`src/rtl/core/shamh_pkg.sv`:
```
// shared types and constants of the sha-256 message hasher
`timescale 1ns / 1ps

package shamh_pkg;

    typedef logic [31:0] t_word;

    localparam int WORDS_PER_BLOCK = 16;
    localparam int ROUNDS          = 64;
    localparam int DIGEST_WORDS    = 8;
    localparam int LEN_BITS        = 61;
    localparam int WORD_BYTES      = 4;

    // word slot where the two length words start (byte 56 of the block)
    localparam logic [3:0] LEN_HI_SLOT = 4'(56 / WORD_BYTES);
    localparam logic [3:0] LEN_LO_SLOT = 4'(56 / WORD_BYTES + 1);

    // marker byte placed after the last message byte
    localparam logic [7:0] PAD_MARKER  = 8'h80;

    localparam t_word ROUND_K [ROUNDS] = '{
        32'h428a2f98, 32'h71374491, 32'hb5c0fbcf, 32'he9b5dba5,
        32'h3956c25b, 32'h59f111f1, 32'h923f82a4, 32'hab1c5ed5,
        32'hd807aa98, 32'h12835b01, 32'h243185be, 32'h550c7dc3,
        32'h72be5d74, 32'h80deb1fe, 32'h9bdc06a7, 32'hc19bf174,
        32'he49b69c1, 32'hefbe4786, 32'h0fc19dc6, 32'h240ca1cc,
        32'h2de92c6f, 32'h4a7484aa, 32'h5cb0a9dc, 32'h76f988da,
        32'h983e5152, 32'ha831c66d, 32'hb00327c8, 32'hbf597fc7,
        32'hc6e00bf3, 32'hd5a79147, 32'h06ca6351, 32'h14292967,
        32'h27b70a85, 32'h2e1b2138, 32'h4d2c6dfc, 32'h53380d13,
        32'h650a7354, 32'h766a0abb, 32'h81c2c92e, 32'h92722c85,
        32'ha2bfe8a1, 32'ha81a664b, 32'hc24b8b70, 32'hc76c51a3,
        32'hd192e819, 32'hd6990624, 32'hf40e3585, 32'h106aa070,
        32'h19a4c116, 32'h1e376c08, 32'h2748774c, 32'h34b0bcb5,
        32'h391c0cb3, 32'h4ed8aa4a, 32'h5b9cca4f, 32'h682e6ff3,
        32'h748f82ee, 32'h78a5636f, 32'h84c87814, 32'h8cc70208,
        32'h90befffa, 32'ha4506ceb, 32'hbef9a3f7, 32'hc67178f2
    };

    localparam t_word INIT_HASH [DIGEST_WORDS] = '{
        32'h6a09e667, 32'hbb67ae85, 32'h3c6ef372, 32'ha54ff53a,
        32'h510e527f, 32'h9b05688c, 32'h1f83d9ab, 32'h5be0cd19
    };

    // rotate right by a fixed amount
    function automatic t_word ror(input t_word x, input int n);
        logic [63:0] dbl;
        dbl = {x, x} >> n;
        return dbl[31:0];
    endfunction

    function automatic t_word big_sigma0(input t_word x);
        return ror(x, 2) ^ ror(x, 13) ^ ror(x, 22);
    endfunction

    function automatic t_word big_sigma1(input t_word x);
        return ror(x, 6) ^ ror(x, 11) ^ ror(x, 25);
    endfunction

    function automatic t_word small_sigma0(input t_word x);
        return ror(x, 7) ^ ror(x, 18) ^ (x >> 3);
    endfunction

    function automatic t_word small_sigma1(input t_word x);
        return ror(x, 17) ^ ror(x, 19) ^ (x >> 10);
    endfunction

endpackage

```
`src/rtl/core/sha256_message_hasher_core.sv`:
```
// sha-256 message hasher: block packing, padding, compression and digest output
`timescale 1ns / 1ps

// Message words enter big-endian, one item per cycle while o_stall is low. Each
// sixteenth word starts a compression of the block, with the input stalled: the
// states S_PRE0 and S_PRE1 prime the schedule memory, the rounds run on the
// single round unit and S_ADD folds the result into the chain value. The pace
// is set by the one round unit and the two read ports of the 16-word schedule
// memory. A final item is followed by one padding word per remaining word slot
// (up to 15, or up to 18 with a second closing block), one or two compressions,
// and eight digest items, high word first, which wait on i_stall. Afterwards the
// block is back in its initial state and takes the next message.

module sha256_message_hasher_core (
    input  logic        i_clk,
    input  logic        i_rst_n,
    // message items
    input  logic        i_valid,
    output logic        o_stall,
    input  logic [31:0] i_message_word,
    input  logic [2:0]  i_valid_bytes,
    input  logic        i_final_word,
    // digest items
    output logic        o_valid,
    input  logic        i_stall,
    output logic [31:0] o_digest_word,
    output logic [2:0]  o_digest_index,
    output logic        o_digest_last
);

    localparam logic [2:0] S_FILL = 3'd0;
    localparam logic [2:0] S_PAD  = 3'd1;
    localparam logic [2:0] S_PRE0 = 3'd2;
    localparam logic [2:0] S_PRE1 = 3'd3;
    localparam logic [2:0] S_RND  = 3'd4;
    localparam logic [2:0] S_ADD  = 3'd5;
    localparam logic [2:0] S_OUT  = 3'd6;

    logic [2:0]  r_state, n_state;
    logic [3:0]  r_wib;
    logic [5:0]  r_rnd;
    logic [2:0]  r_oidx;
    logic [shamh_pkg::LEN_BITS-1:0] r_bytes;
    logic        r_final;
    logic        r_pend_mark;
    logic        r_len_hi;
    logic        r_len_done;

    shamh_pkg::t_word r_chain [shamh_pkg::DIGEST_WORDS];
    shamh_pkg::t_word r_s     [shamh_pkg::DIGEST_WORDS];
    shamh_pkg::t_word n_s     [shamh_pkg::DIGEST_WORDS];
    shamh_pkg::t_word r_prev;
    shamh_pkg::t_word r_w1;
    shamh_pkg::t_word r_w2;

    logic             ram_we;
    logic [3:0]       ram_waddr;
    shamh_pkg::t_word ram_wdata;
    logic [3:0]       ram_raddr_a;
    logic [3:0]       ram_raddr_b;
    shamh_pkg::t_word ram_rdata_a;
    shamh_pkg::t_word ram_rdata_b;

    logic             in_acc;
    logic             out_acc;
    logic [2:0]       nbytes;
    shamh_pkg::t_word pad_first;
    shamh_pkg::t_word pad_seq;
    shamh_pkg::t_word wi;
    shamh_pkg::t_word t1;
    shamh_pkg::t_word t2;

    assign o_stall = (r_state != S_FILL);
    assign o_valid = (r_state == S_OUT);
    assign in_acc  = i_valid && !o_stall;
    assign out_acc = o_valid && !i_stall;

    assign o_digest_word  = r_chain[r_oidx];
    assign o_digest_index = r_oidx;
    assign o_digest_last  = (r_oidx == 3'(shamh_pkg::DIGEST_WORDS - 1));

    // byte count of the item, clamped to a full word
    assign nbytes = (i_valid_bytes > 3'(shamh_pkg::WORD_BYTES)) ?
                    3'(shamh_pkg::WORD_BYTES) : i_valid_bytes;

    // final word with fewer than four bytes: keep valid bytes, add the marker
    always_comb begin
        case (nbytes)
            3'd0:    pad_first = {shamh_pkg::PAD_MARKER, 24'h0};
            3'd1:    pad_first = {i_message_word[31:24], shamh_pkg::PAD_MARKER, 16'h0};
            3'd2:    pad_first = {i_message_word[31:16], shamh_pkg::PAD_MARKER, 8'h0};
            3'd3:    pad_first = {i_message_word[31:8], shamh_pkg::PAD_MARKER};
            default: pad_first = i_message_word;
        endcase
    end

    // padding words: marker, zero fill, then the bit length
    always_comb begin
        if (r_pend_mark) begin
            pad_seq = {shamh_pkg::PAD_MARKER, 24'h0};
        end else if (r_wib == shamh_pkg::LEN_HI_SLOT) begin
            pad_seq = r_bytes[60:29];
        end else if (r_wib == shamh_pkg::LEN_LO_SLOT && r_len_hi) begin
            pad_seq = {r_bytes[28:0], 3'b000};
        end else begin
            pad_seq = '0;
        end
    end

    // schedule word: stored word in the first sixteen rounds, expanded after
    assign wi = (r_rnd[5:4] == 2'b00) ? r_prev :
                r_prev + shamh_pkg::small_sigma0(ram_rdata_a) + ram_rdata_b
                + shamh_pkg::small_sigma1(r_w2);

    // one compression round
    always_comb begin
        t1 = r_s[7] + shamh_pkg::big_sigma1(r_s[4])
             + ((r_s[4] & r_s[5]) ^ (~r_s[4] & r_s[6]))
             + shamh_pkg::ROUND_K[r_rnd] + wi;
        t2 = shamh_pkg::big_sigma0(r_s[0])
             + ((r_s[0] & r_s[1]) ^ (r_s[0] & r_s[2]) ^ (r_s[1] & r_s[2]));
        n_s[0] = t1 + t2;
        n_s[1] = r_s[0];
        n_s[2] = r_s[1];
        n_s[3] = r_s[2];
        n_s[4] = r_s[3] + t1;
        n_s[5] = r_s[4];
        n_s[6] = r_s[5];
        n_s[7] = r_s[6];
    end

    // schedule memory ports
    always_comb begin
        ram_we      = 1'b0;
        ram_waddr   = r_wib;
        ram_wdata   = '0;
        ram_raddr_a = '0;
        ram_raddr_b = '0;
        unique case (r_state)
            S_FILL: begin
                ram_we    = in_acc;
                ram_wdata = (!i_final_word || nbytes == 3'(shamh_pkg::WORD_BYTES)) ?
                            i_message_word : pad_first;
            end
            S_PAD: begin
                ram_we    = 1'b1;
                ram_wdata = pad_seq;
            end
            S_PRE0: begin
                ram_raddr_a = 4'd0;
            end
            S_PRE1: begin
                ram_raddr_a = 4'd1;
            end
            S_RND: begin
                ram_we      = (r_rnd[5:4] != 2'b00);
                ram_waddr   = r_rnd[3:0];
                ram_wdata   = wi;
                ram_raddr_a = r_rnd[3:0] + 4'd2;
                ram_raddr_b = r_rnd[3:0] + 4'd10;
            end
            default: begin
            end
        endcase
    end

    shamh_ram #(
        .WIDTH (32),
        .DEPTH (shamh_pkg::WORDS_PER_BLOCK)
    ) u_sched (
        .i_clk     (i_clk),
        .i_we      (ram_we),
        .i_waddr   (ram_waddr),
        .i_wdata   (ram_wdata),
        .i_raddr_a (ram_raddr_a),
        .o_rdata_a (ram_rdata_a),
        .i_raddr_b (ram_raddr_b),
        .o_rdata_b (ram_rdata_b)
    );

    // sequencer
    always_comb begin
        n_state = r_state;
        unique case (r_state)
            S_FILL: begin
                if (in_acc) begin
                    if (r_wib == 4'hf) begin
                        n_state = S_PRE0;
                    end else if (i_final_word) begin
                        n_state = S_PAD;
                    end
                end
            end
            S_PAD: begin
                if (r_wib == 4'hf) begin
                    n_state = S_PRE0;
                end
            end
            S_PRE0: n_state = S_PRE1;
            S_PRE1: n_state = S_RND;
            S_RND: begin
                if (r_rnd == 6'(shamh_pkg::ROUNDS - 1)) begin
                    n_state = S_ADD;
                end
            end
            S_ADD: begin
                if (!r_final) begin
                    n_state = S_FILL;
                end else if (r_len_done) begin
                    n_state = S_OUT;
                end else begin
                    n_state = S_PAD;
                end
            end
            S_OUT: begin
                if (out_acc && o_digest_last) begin
                    n_state = S_FILL;
                end
            end
            default: n_state = S_FILL;
        endcase
    end

    // control state
    always_ff @(posedge i_clk) begin
        if (!i_rst_n) begin
            r_state     <= S_FILL;
            r_wib       <= '0;
            r_rnd       <= '0;
            r_oidx      <= '0;
            r_bytes     <= '0;
            r_final     <= 1'b0;
            r_pend_mark <= 1'b0;
            r_len_hi    <= 1'b0;
            r_len_done  <= 1'b0;
            for (int i = 0; i < shamh_pkg::DIGEST_WORDS; i++) begin
                r_chain[i] <= shamh_pkg::INIT_HASH[i];
            end
        end else begin
            r_state <= n_state;
            if (r_state == S_FILL && in_acc) begin
                r_wib <= r_wib + 4'd1;
                if (i_final_word) begin
                    r_bytes     <= r_bytes + shamh_pkg::LEN_BITS'(nbytes);
                    r_final     <= 1'b1;
                    r_pend_mark <= (nbytes == 3'(shamh_pkg::WORD_BYTES));
                end else begin
                    r_bytes <= r_bytes + shamh_pkg::LEN_BITS'(shamh_pkg::WORD_BYTES);
                end
            end
            if (r_state == S_PAD) begin
                r_wib <= r_wib + 4'd1;
                if (r_pend_mark) begin
                    r_pend_mark <= 1'b0;
                end else if (r_wib == shamh_pkg::LEN_HI_SLOT) begin
                    r_len_hi <= 1'b1;
                end else if (r_wib == shamh_pkg::LEN_LO_SLOT && r_len_hi) begin
                    r_len_done <= 1'b1;
                end
            end
            if (r_state == S_PRE1) begin
                r_rnd <= '0;
            end else if (r_state == S_RND) begin
                r_rnd <= r_rnd + 6'd1;
            end
            // fold the working variables into the chain value
            if (r_state == S_ADD) begin
                for (int i = 0; i < shamh_pkg::DIGEST_WORDS; i++) begin
                    r_chain[i] <= r_chain[i] + r_s[i];
                end
            end
            // digest items, then back to the initial state
            if (out_acc) begin
                r_oidx <= r_oidx + 3'd1;
                if (o_digest_last) begin
                    r_bytes    <= '0;
                    r_final    <= 1'b0;
                    r_len_hi   <= 1'b0;
                    r_len_done <= 1'b0;
                    for (int i = 0; i < shamh_pkg::DIGEST_WORDS; i++) begin
                        r_chain[i] <= shamh_pkg::INIT_HASH[i];
                    end
                end
            end
        end
    end

    // working variables and schedule taps
    always_ff @(posedge i_clk) begin
        if (r_state == S_PRE0) begin
            r_s <= r_chain;
        end else if (r_state == S_RND) begin
            r_s <= n_s;
        end
        if (r_state == S_PRE1 || r_state == S_RND) begin
            r_prev <= ram_rdata_a;
        end
        if (r_state == S_RND) begin
            r_w1 <= wi;
            r_w2 <= r_w1;
        end
    end

    // no item enters while digest items are on offer
    a_no_in_during_out: assert property (@(posedge i_clk) disable iff (!i_rst_n)
        o_valid |-> !in_acc)
        else $error("message item accepted while digest is on offer");

    // rounds start from zero after the schedule memory is primed
    a_round_start: assert property (@(posedge i_clk) disable iff (!i_rst_n)
        (r_state == S_PRE1) |=> (r_state == S_RND && r_rnd == 6'd0))
        else $error("round counter not cleared at start of compression");

    // the last digest item leaves the block in its initial state
    a_reset_after_digest: assert property (@(posedge i_clk) disable iff (!i_rst_n)
        (out_acc && o_digest_last) |=>
        (r_state == S_FILL && r_bytes == '0 && r_wib == 4'd0 && !r_final))
        else $error("state not restored after last digest item");

    // padding only runs inside a final sequence
    a_pad_in_final: assert property (@(posedge i_clk) disable iff (!i_rst_n)
        (r_state == S_PAD) |-> (r_final && !r_len_done))
        else $error("padding outside a final sequence");

endmodule

```
`src/rtl/core/shamh_ram.sv`:
```
// generic ram, one write port and two registered read ports
`timescale 1ns / 1ps

module shamh_ram #(
    parameter int WIDTH = 32,
    parameter int DEPTH = 16
) (
    input  logic                     i_clk,
    input  logic                     i_we,
    input  logic [$clog2(DEPTH)-1:0] i_waddr,
    input  logic [WIDTH-1:0]         i_wdata,
    input  logic [$clog2(DEPTH)-1:0] i_raddr_a,
    output logic [WIDTH-1:0]         o_rdata_a,
    input  logic [$clog2(DEPTH)-1:0] i_raddr_b,
    output logic [WIDTH-1:0]         o_rdata_b
);

    logic [WIDTH-1:0] r_mem [DEPTH];

    // write port
    always_ff @(posedge i_clk) begin
        if (i_we) begin
            r_mem[i_waddr] <= i_wdata;
        end
    end

    // registered reads
    always_ff @(posedge i_clk) begin
        o_rdata_a <= r_mem[i_raddr_a];
        o_rdata_b <= r_mem[i_raddr_b];
    end

endmodule

```
`config.mk`:
```
export PLATFORM = sky130hd
export DESIGN_NAME = sha256_message_hasher_core
export DESIGN_NICKNAME = d
export VERILOG_FILES = /design/src/rtl/core/shamh_pkg.sv /design/src/rtl/core/sha256_message_hasher_core.sv /design/src/rtl/core/shamh_ram.sv
export SDC_FILE = /design/constraint.sdc
export NUM_CORES = 2
export LEC_CHECK = 0
export ABC_AREA = 1
export BUFFER_PORTS_ARGS = -buffer_cell sky130_fd_sc_hd__buf_2
export CAP_MARGIN = 15
export CORE_MARGIN = 4
export CORE_UTILIZATION = 35
export CTS_CLUSTER_SIZE = 28
export DETAILED_ROUTE_END_ITERATION = 8
export GPL_ROUTABILITY_DRIVEN = 1
export GPL_TIMING_DRIVEN = 0
export PLACE_DENSITY = 0.52
export SLEW_MARGIN = 40
export SYNTH_ARGS = -nofsm -noshare
export SYNTH_HDL_FRONTEND = slang
export SYNTH_SLANG_ARGS = --single-unit
```
`constraint.sdc`:
```
create_clock -name i_clk -period 10.8 [get_ports i_clk]
set_input_delay 2.16 -clock i_clk [delete_from_list [all_inputs] [get_ports i_clk]]
set_output_delay 2.16 -clock i_clk [all_outputs]
set_load 0.03 [all_outputs]
```
Word level (Yosys, flattened, before mapping)
Memory sizes are Yosys's and may differ from the RTL's. A register that Yosys moved wholly into a read port is not among the register bits.
Index checks and enable logic that the tools add are counted.

word-level totals
  bits in writable memories = 512
  memories kept = 2
  bits in registers = 689
  latch bits = 0
  input port bits = 40
  bits in read-only memories = 2048
  output and inout port bits = 38

memory list
  name              words  bits a word  rd ports  clocked after Yosys merged registers in  wr ports  RTL line                           RTL
  (name not given)  64     32           1         0                                        0         sha256_message_hasher_core.sv:119  + shamh_pkg::ROUND_K[r_rnd] + wi;
  u_sched.r_mem     16     32           2         2                                        1         shamh_ram.sv:18                    logic [WIDTH-1:0] r_mem [DEPTH];

cells by class
  bitwise operators = 20
  divide/modulo/power cells = 0
  $add $sub $neg = 25
  order comparisons = 3
  shift operators = 0
  reductions and logical operators = 19
  mux-type cells = 58
  equal/unequal tests = 19
  multiply operators = 0

operators by type and width
  operator               number
  $mux 256               5
  $add 32x32->32         18
  $mux 32                9
  $xor 32x32->32         9
  $mux 61                4
  $and 32x32->32         5
  $pmux 32 s4            1
  $bmux 32 s3            1
  $pmux 32 s3            1
  $add 61x3->61          1
  $add 61x3->61 const B  1
  $not 32->32            1
  $xor 32x22->32         1
  $xor 32x29->32         1
  $mux 3                 9
  $mux 1                 21
  $pmux 3 s7             1
  $mux 4                 4
  $eq 3x3->1 const B     5
  $eq 3x2->1 const B     4
  $eq 4x4->1 const B     2
  $pmux 4 s2             1
  $ge 7x7->1 const B     1
  $not 6->7              1
  other kinds (24)       37

Longest topological paths before layout
  depth in word-level cells = 10
  gate-level depth with buffers = 53
  mapped depth without buffers = 53

Hierarchy
A second synthesis with hierarchy kept.

second synthesis, totals
  cells, all modules = 11844
  area total of the unflattened synthesis = 89917.5 um^2

by module, submodules not included
  module                      cells each  area an instance (um^2)  times used  seq. area each (um^2)
  sha256_message_hasher_core  8527        61240.0                  1           17316.6
  shamh_ram                   3317        28677.5                  1           16656.0

Worst setup path before layout
OpenSTA, ideal clock, no wires.

  kind = register -> register
  start = register r_w2[18]
  end = register r_s, in the netlist n_s[223] (data pin)
  period minus slack after synthesis = 8343 ps
  setup slack = 2457 ps
  path buffers = 0
  library setup time = 253 ps
  arrival time = 8090 ps
  stages on the path, launching flop included = 51
  cell sequence = edfxtp_1 -> xnor2_1 -> xnor2_1 -> fa_1 -> inv_1 -> fa_1 -> inv_1 -> ha_1 -> inv_1 -> fa_1 -> inv_1 -> nand2_1 -> nand3_1 -> nand2_1 -> nand3_1 -> nand3_1 -> nand2_1 -> xnor2_1 -> [... 15 more ...] -> a21oi_1 -> or2_2 -> nand2_1 -> inv_1 -> fa_1 -> inv_1 -> ha_1 -> nand2_1 -> nor2_1 -> inv_1 -> nor4_1 -> nand2_1 -> nand2_1 -> nand2_1 -> nand2_1 -> nand3_1 -> nand3_1 -> nand2_1

on the way
  cells in the longest elaborated chain, start to end = 8

RTL lines
  item                      RTL line                           RTL
  start: declaration        sha256_message_hasher_core.sv:54   shamh_pkg::t_word r_w2;
  start signal: assignment  sha256_message_hasher_core.sv:300  r_w2 <= r_w1;
  $xor 32x32->32            shamh_pkg.sv:65                    return ror(x, 17) ^ ror(x, 19) ^ (x >> 10);
  $xor 32x22->32 *          shamh_pkg.sv:65
  $add 32x32->32 *          sha256_message_hasher_core.sv:113  + shamh_pkg::small_sigma1(r_w2);
  $mux 32 *                 sha256_message_hasher_core.sv:111  assign wi = (r_rnd[5:4] == 2'b00) ? r_prev :
  $add 32x32->32 *          sha256_message_hasher_core.sv:119
  $add 32x32->32 *          sha256_message_hasher_core.sv:122  n_s[0] = t1 + t2;
  $mux 256 *                sha256_message_hasher_core.sv:292  end else if (r_state == S_RND) begin
  $mux 256 *                sha256_message_hasher_core.sv:290  if (r_state == S_PRE0) begin
  end signal: assignment    sha256_message_hasher_core.sv:291  r_s <= r_chain;
  end signal: assignment    sha256_message_hasher_core.sv:293  r_s <= n_s;
  end: declaration          sha256_message_hasher_core.sv:50   shamh_pkg::t_word r_s [shamh_pkg::DIGEST_WORDS];

Every way passes the cells marked *; elsewhere a longest branch is shown, timed or not. The select of a mux whose other input is x is not followed.
A chain may end at the register's enable or synchronous reset.

Final worst setup path
  start = register r_w2[26]
  end = register r_s, in the netlist n_s[219] (data pin)

Same word-level chain as after synthesis.

==> results_dict.tcl <==
set metrics [dict create \
    status "finished, final reports clean" \
    synth_edf_count 864 \
    synth_top_area_cell "edfxtp_1" \
    overflow 0 \
    worstPathMaxFanout 5 \
    io_pins 78 \
    synth.cell_area_mm2 0.08401 \
    drt-initial-drc-count 11860 \
    cts_tree "built" \
    wl_per_cell_um 32.30 \
    clk_pin_slew_worst_paths_ns 0.06 \
    finalWorstSetupSlack_ns 0.3916 \
    grt_pass1_wl_um 612000 \
    numCtsBuffers 155 \
    hold_start "r_w1[11]$_DFFE_PN_" \
    fmax_ghz 0.09608 \
    drive_above_1_share 0.08868 \
    ff2ff_setup_slack_ns 0.39 \
    ys.flop_type "edfxtp_1" \
    ys_types 64 \
    tritoncts_num_sinks 1265 \
    reg2reg_depth 43 \
    hold_depth 0 \
    core_mm2 0.2383 \
    yosysMostFrequentCell "nand2_1" \
    post-route-drc-count 0 \
    synth_top_area_frac 0.3088 \
    syn_nets 10910 \
    grt_pass1_vias 76950 \
    fin_crit_ns 10.41 \
    postLayoutCoreUtil 0.4078 \
    dpl_cell_area_mm2 0.09150 \
    relSlewSlack 0.3205 \
    wl_um 450400 \
    critPathCaptureType "register" \
    clk_path_buf_depth 3 \
    clk-insertion-delay-late_ns 0.90 \
    initial_core_util 0.3525 \
    ys_seq_area_frac 0.4044 \
    holdWs_ns 0.3820 \
    r2r-start "r_w2[26]$_DFFE_PN_" \
    grt_usage 0.3500 \
    drv_slew 0 \
    cp_slowest_cell "xor2_2" \
    place_congestion 1.061 \
    grt_start_max_net_pins 39 \
    antenna_left 0 \
    dp_hpwl_um 365900 \
    cp_data_required_time_ns 11.53 \
    critical_path_class "register to register" \
    portBuffers 75 \
    finalHoldViolations 0 \
    ys_ff_latch 1265 \
    viasPerCell 5.895 \
    arrival_ns 11.14 \
    start_kind "register" \
    root_buffer "clkbuf_16" \
    fp-row-count 179 \
    finalSetupViolations 0 \
    die_area_mm2 0.2479 \
    synth_top_cells_by_area "edfxtp_1 31%, dfxtp_1 9.6%, nand2_1 7.2%, o21ai_0 7.1%, inv_1 6.2%" \
    post_synth.cell_area_avg_um2 8.183 \
    min_period_over_period 0.9637 \
    finClkSkew_ns 0.1007 \
    dr.pass1.iters 7 \
    critical_path.max_stage_delay_ns 0.70 \
    nets 11270 \
    syn_to_final_growth_pct 15.66 \
    netlist_instances 10270 \
    tightest_slew_ns 1.019 \
    rr_endpoint "n_s[219]$_DFFE_PP_" \
    vias 82200 \
    cap_violations 0 \
    htreeDepth 4 \
    hold_class "register to register" \
    die_w_um 497.9 \
    hold_path_end "r_w2[11]$_DFFE_PN_" \
    synth_commonest_cells "1602 x nand2_1, 1391 x inv_1, 1190 x o21ai_0" \
    die_h_um 497.9 \
    antenna_found_initial 49 \
    yosys_warnings 0 \
    async_flop_share 0 \
    pre_cts_ws_ns -0.4653 \
    final_area_mm2 0.09717 \
]
[logic make-up after synthesis]
group           Yosys count  share of synthesized area
flops                  1265                     0.4044
xor+xnor                402                    0.04191
simple gates           3134                     0.1564
buf+inv                1835                    0.08381
fa+ha+maj               607                     0.1079
mux                      24                   0.002860
compound gates         2999                     0.2027
[cell usage in the layout (no fill, tap or decap), types with 26 or more instances in the layout]
cell	instances
clkbuf_2	106
dfxtp_1	393
or2_2	123
o21ai_1	195
xnor2_1	170
clkbuf_1	262
a31oi_1	81
nand4_1	70
edfxtp_1	864
nor3_1	132
o21ai_0	1127
o21ai_2	26
buf_4	36
buf_2	156
buf_8	27
clkbuf_16	157
xor2_1	210
a21oi_1	851
nor2_1	755
ha_1	404
o22ai_1	51
nor4_1	32
o21bai_1	127
a21o_1	60
nand3_1	355
a221oi_1	34
o221ai_1	106
inv_1	1389
nand2_1	1589
o211ai_1	159
buf_16	38
fa_1	197
[worst max-delay path: cells and delay by family (launching register included)]
kind	cells	cell delay, ns
AO/OA/AOI/OAI	10	2.16
XOR/XNOR	4	1.47
adder cells (fa/ha/maj)	9	4.00
buffers and inverters	8	0.62
flip-flops	1	0.51
AND/OR/NAND/NOR	12	1.51
[what timing repair did]
| item | 4_1_cts | 5_1_grt |
|---|---|---|
| pin swaps | 0 | 4 |
| buffers inserted | 0 | 10 |
| setup endpoints to repair | 15 | 20 |
| hold buffers | 0 | 0 |
| gates resized for setup | 14 | 43 |
[layer usage]
layer | wire [um] | vias up | GRT usage
met4 | 26910 | 22 | 0.1742
li1 | - | 35900 | -
met2 | 190700 | 4964 | 0.5245
met1 | 181700 | 40340 | 0.4637
met5 | 388 | - | 0.007332
met3 | 50680 | 984 | 0.09562
[worst max-delay path by stage]
stage	from	endpoint	slack (ns)
after floorplan	r_w2[18]$_DFFE_PN_	n_s[223]$_DFFE_PP_	2.46
after global placement	r_state[2]$_SDFFE_PN0P_	n_s[53]$_DFFE_PP_	-2.46
after detailed placement	r_w2[26]$_DFFE_PN_	n_s[223]$_DFFE_PP_	-0.47
after CTS	r_w2[26]$_DFFE_PN_	n_s[95]$_DFFE_PP_	0.008
after global routing	u_sched.o_rdata_a[25]$_DFF_P_	n_s[223]$_DFFE_PP_	-0.09
final	r_w2[26]$_DFFE_PN_	n_s[219]$_DFFE_PP_	0.39
[state kept, by name, summed over array words and instances (netlist names)]
name and flops:
n_s 192, o_digest_index 3, r_bytes 61, r_chain 256, r_final 1, r_len_done 1, r_len_hi 1, r_pend_mark 1
r_prev 32, r_rnd 6, r_s 64, r_state 3, r_w1 32, r_w2 32, r_wib 4, u_sched.o_rdata_a 32
u_sched.o_rdata_b 32, u_sched.r_mem 512
[cell type report]
| cell class | instances | area, um^2 |
|---|---|---|
| fillers | 24310 | 141100 |
| multi-input cells | 7166 | 44250 |
| flip-flops and latches | 1265 | 33980 |
| inverters | 1405 | 5285 |
| clock buffers | 212 | 4255 |
| well taps | 3167 | 3963 |
| repair buffers | 205 | 2521 |
| plain buffers | 430 | 1916 |
| clock inverters | 75 | 952.2 |
| diodes | 19 | 47.55 |
[through the flow]
| stage | instances | TNS (ns) |
|---|---|---|
| final | 13940 | 0 |
| after global routing | 13930 | -0.1081 |
| after CTS | 13910 | 0 |
| after detailed placement | 13630 | -2.984 |
| after global placement | 13510 | -637.79 |
| after floorplan | 10270 | 0 |
Power is not shown: default switching activity piles up to over one toggle a cycle in this logic, so the estimate is an artifact.
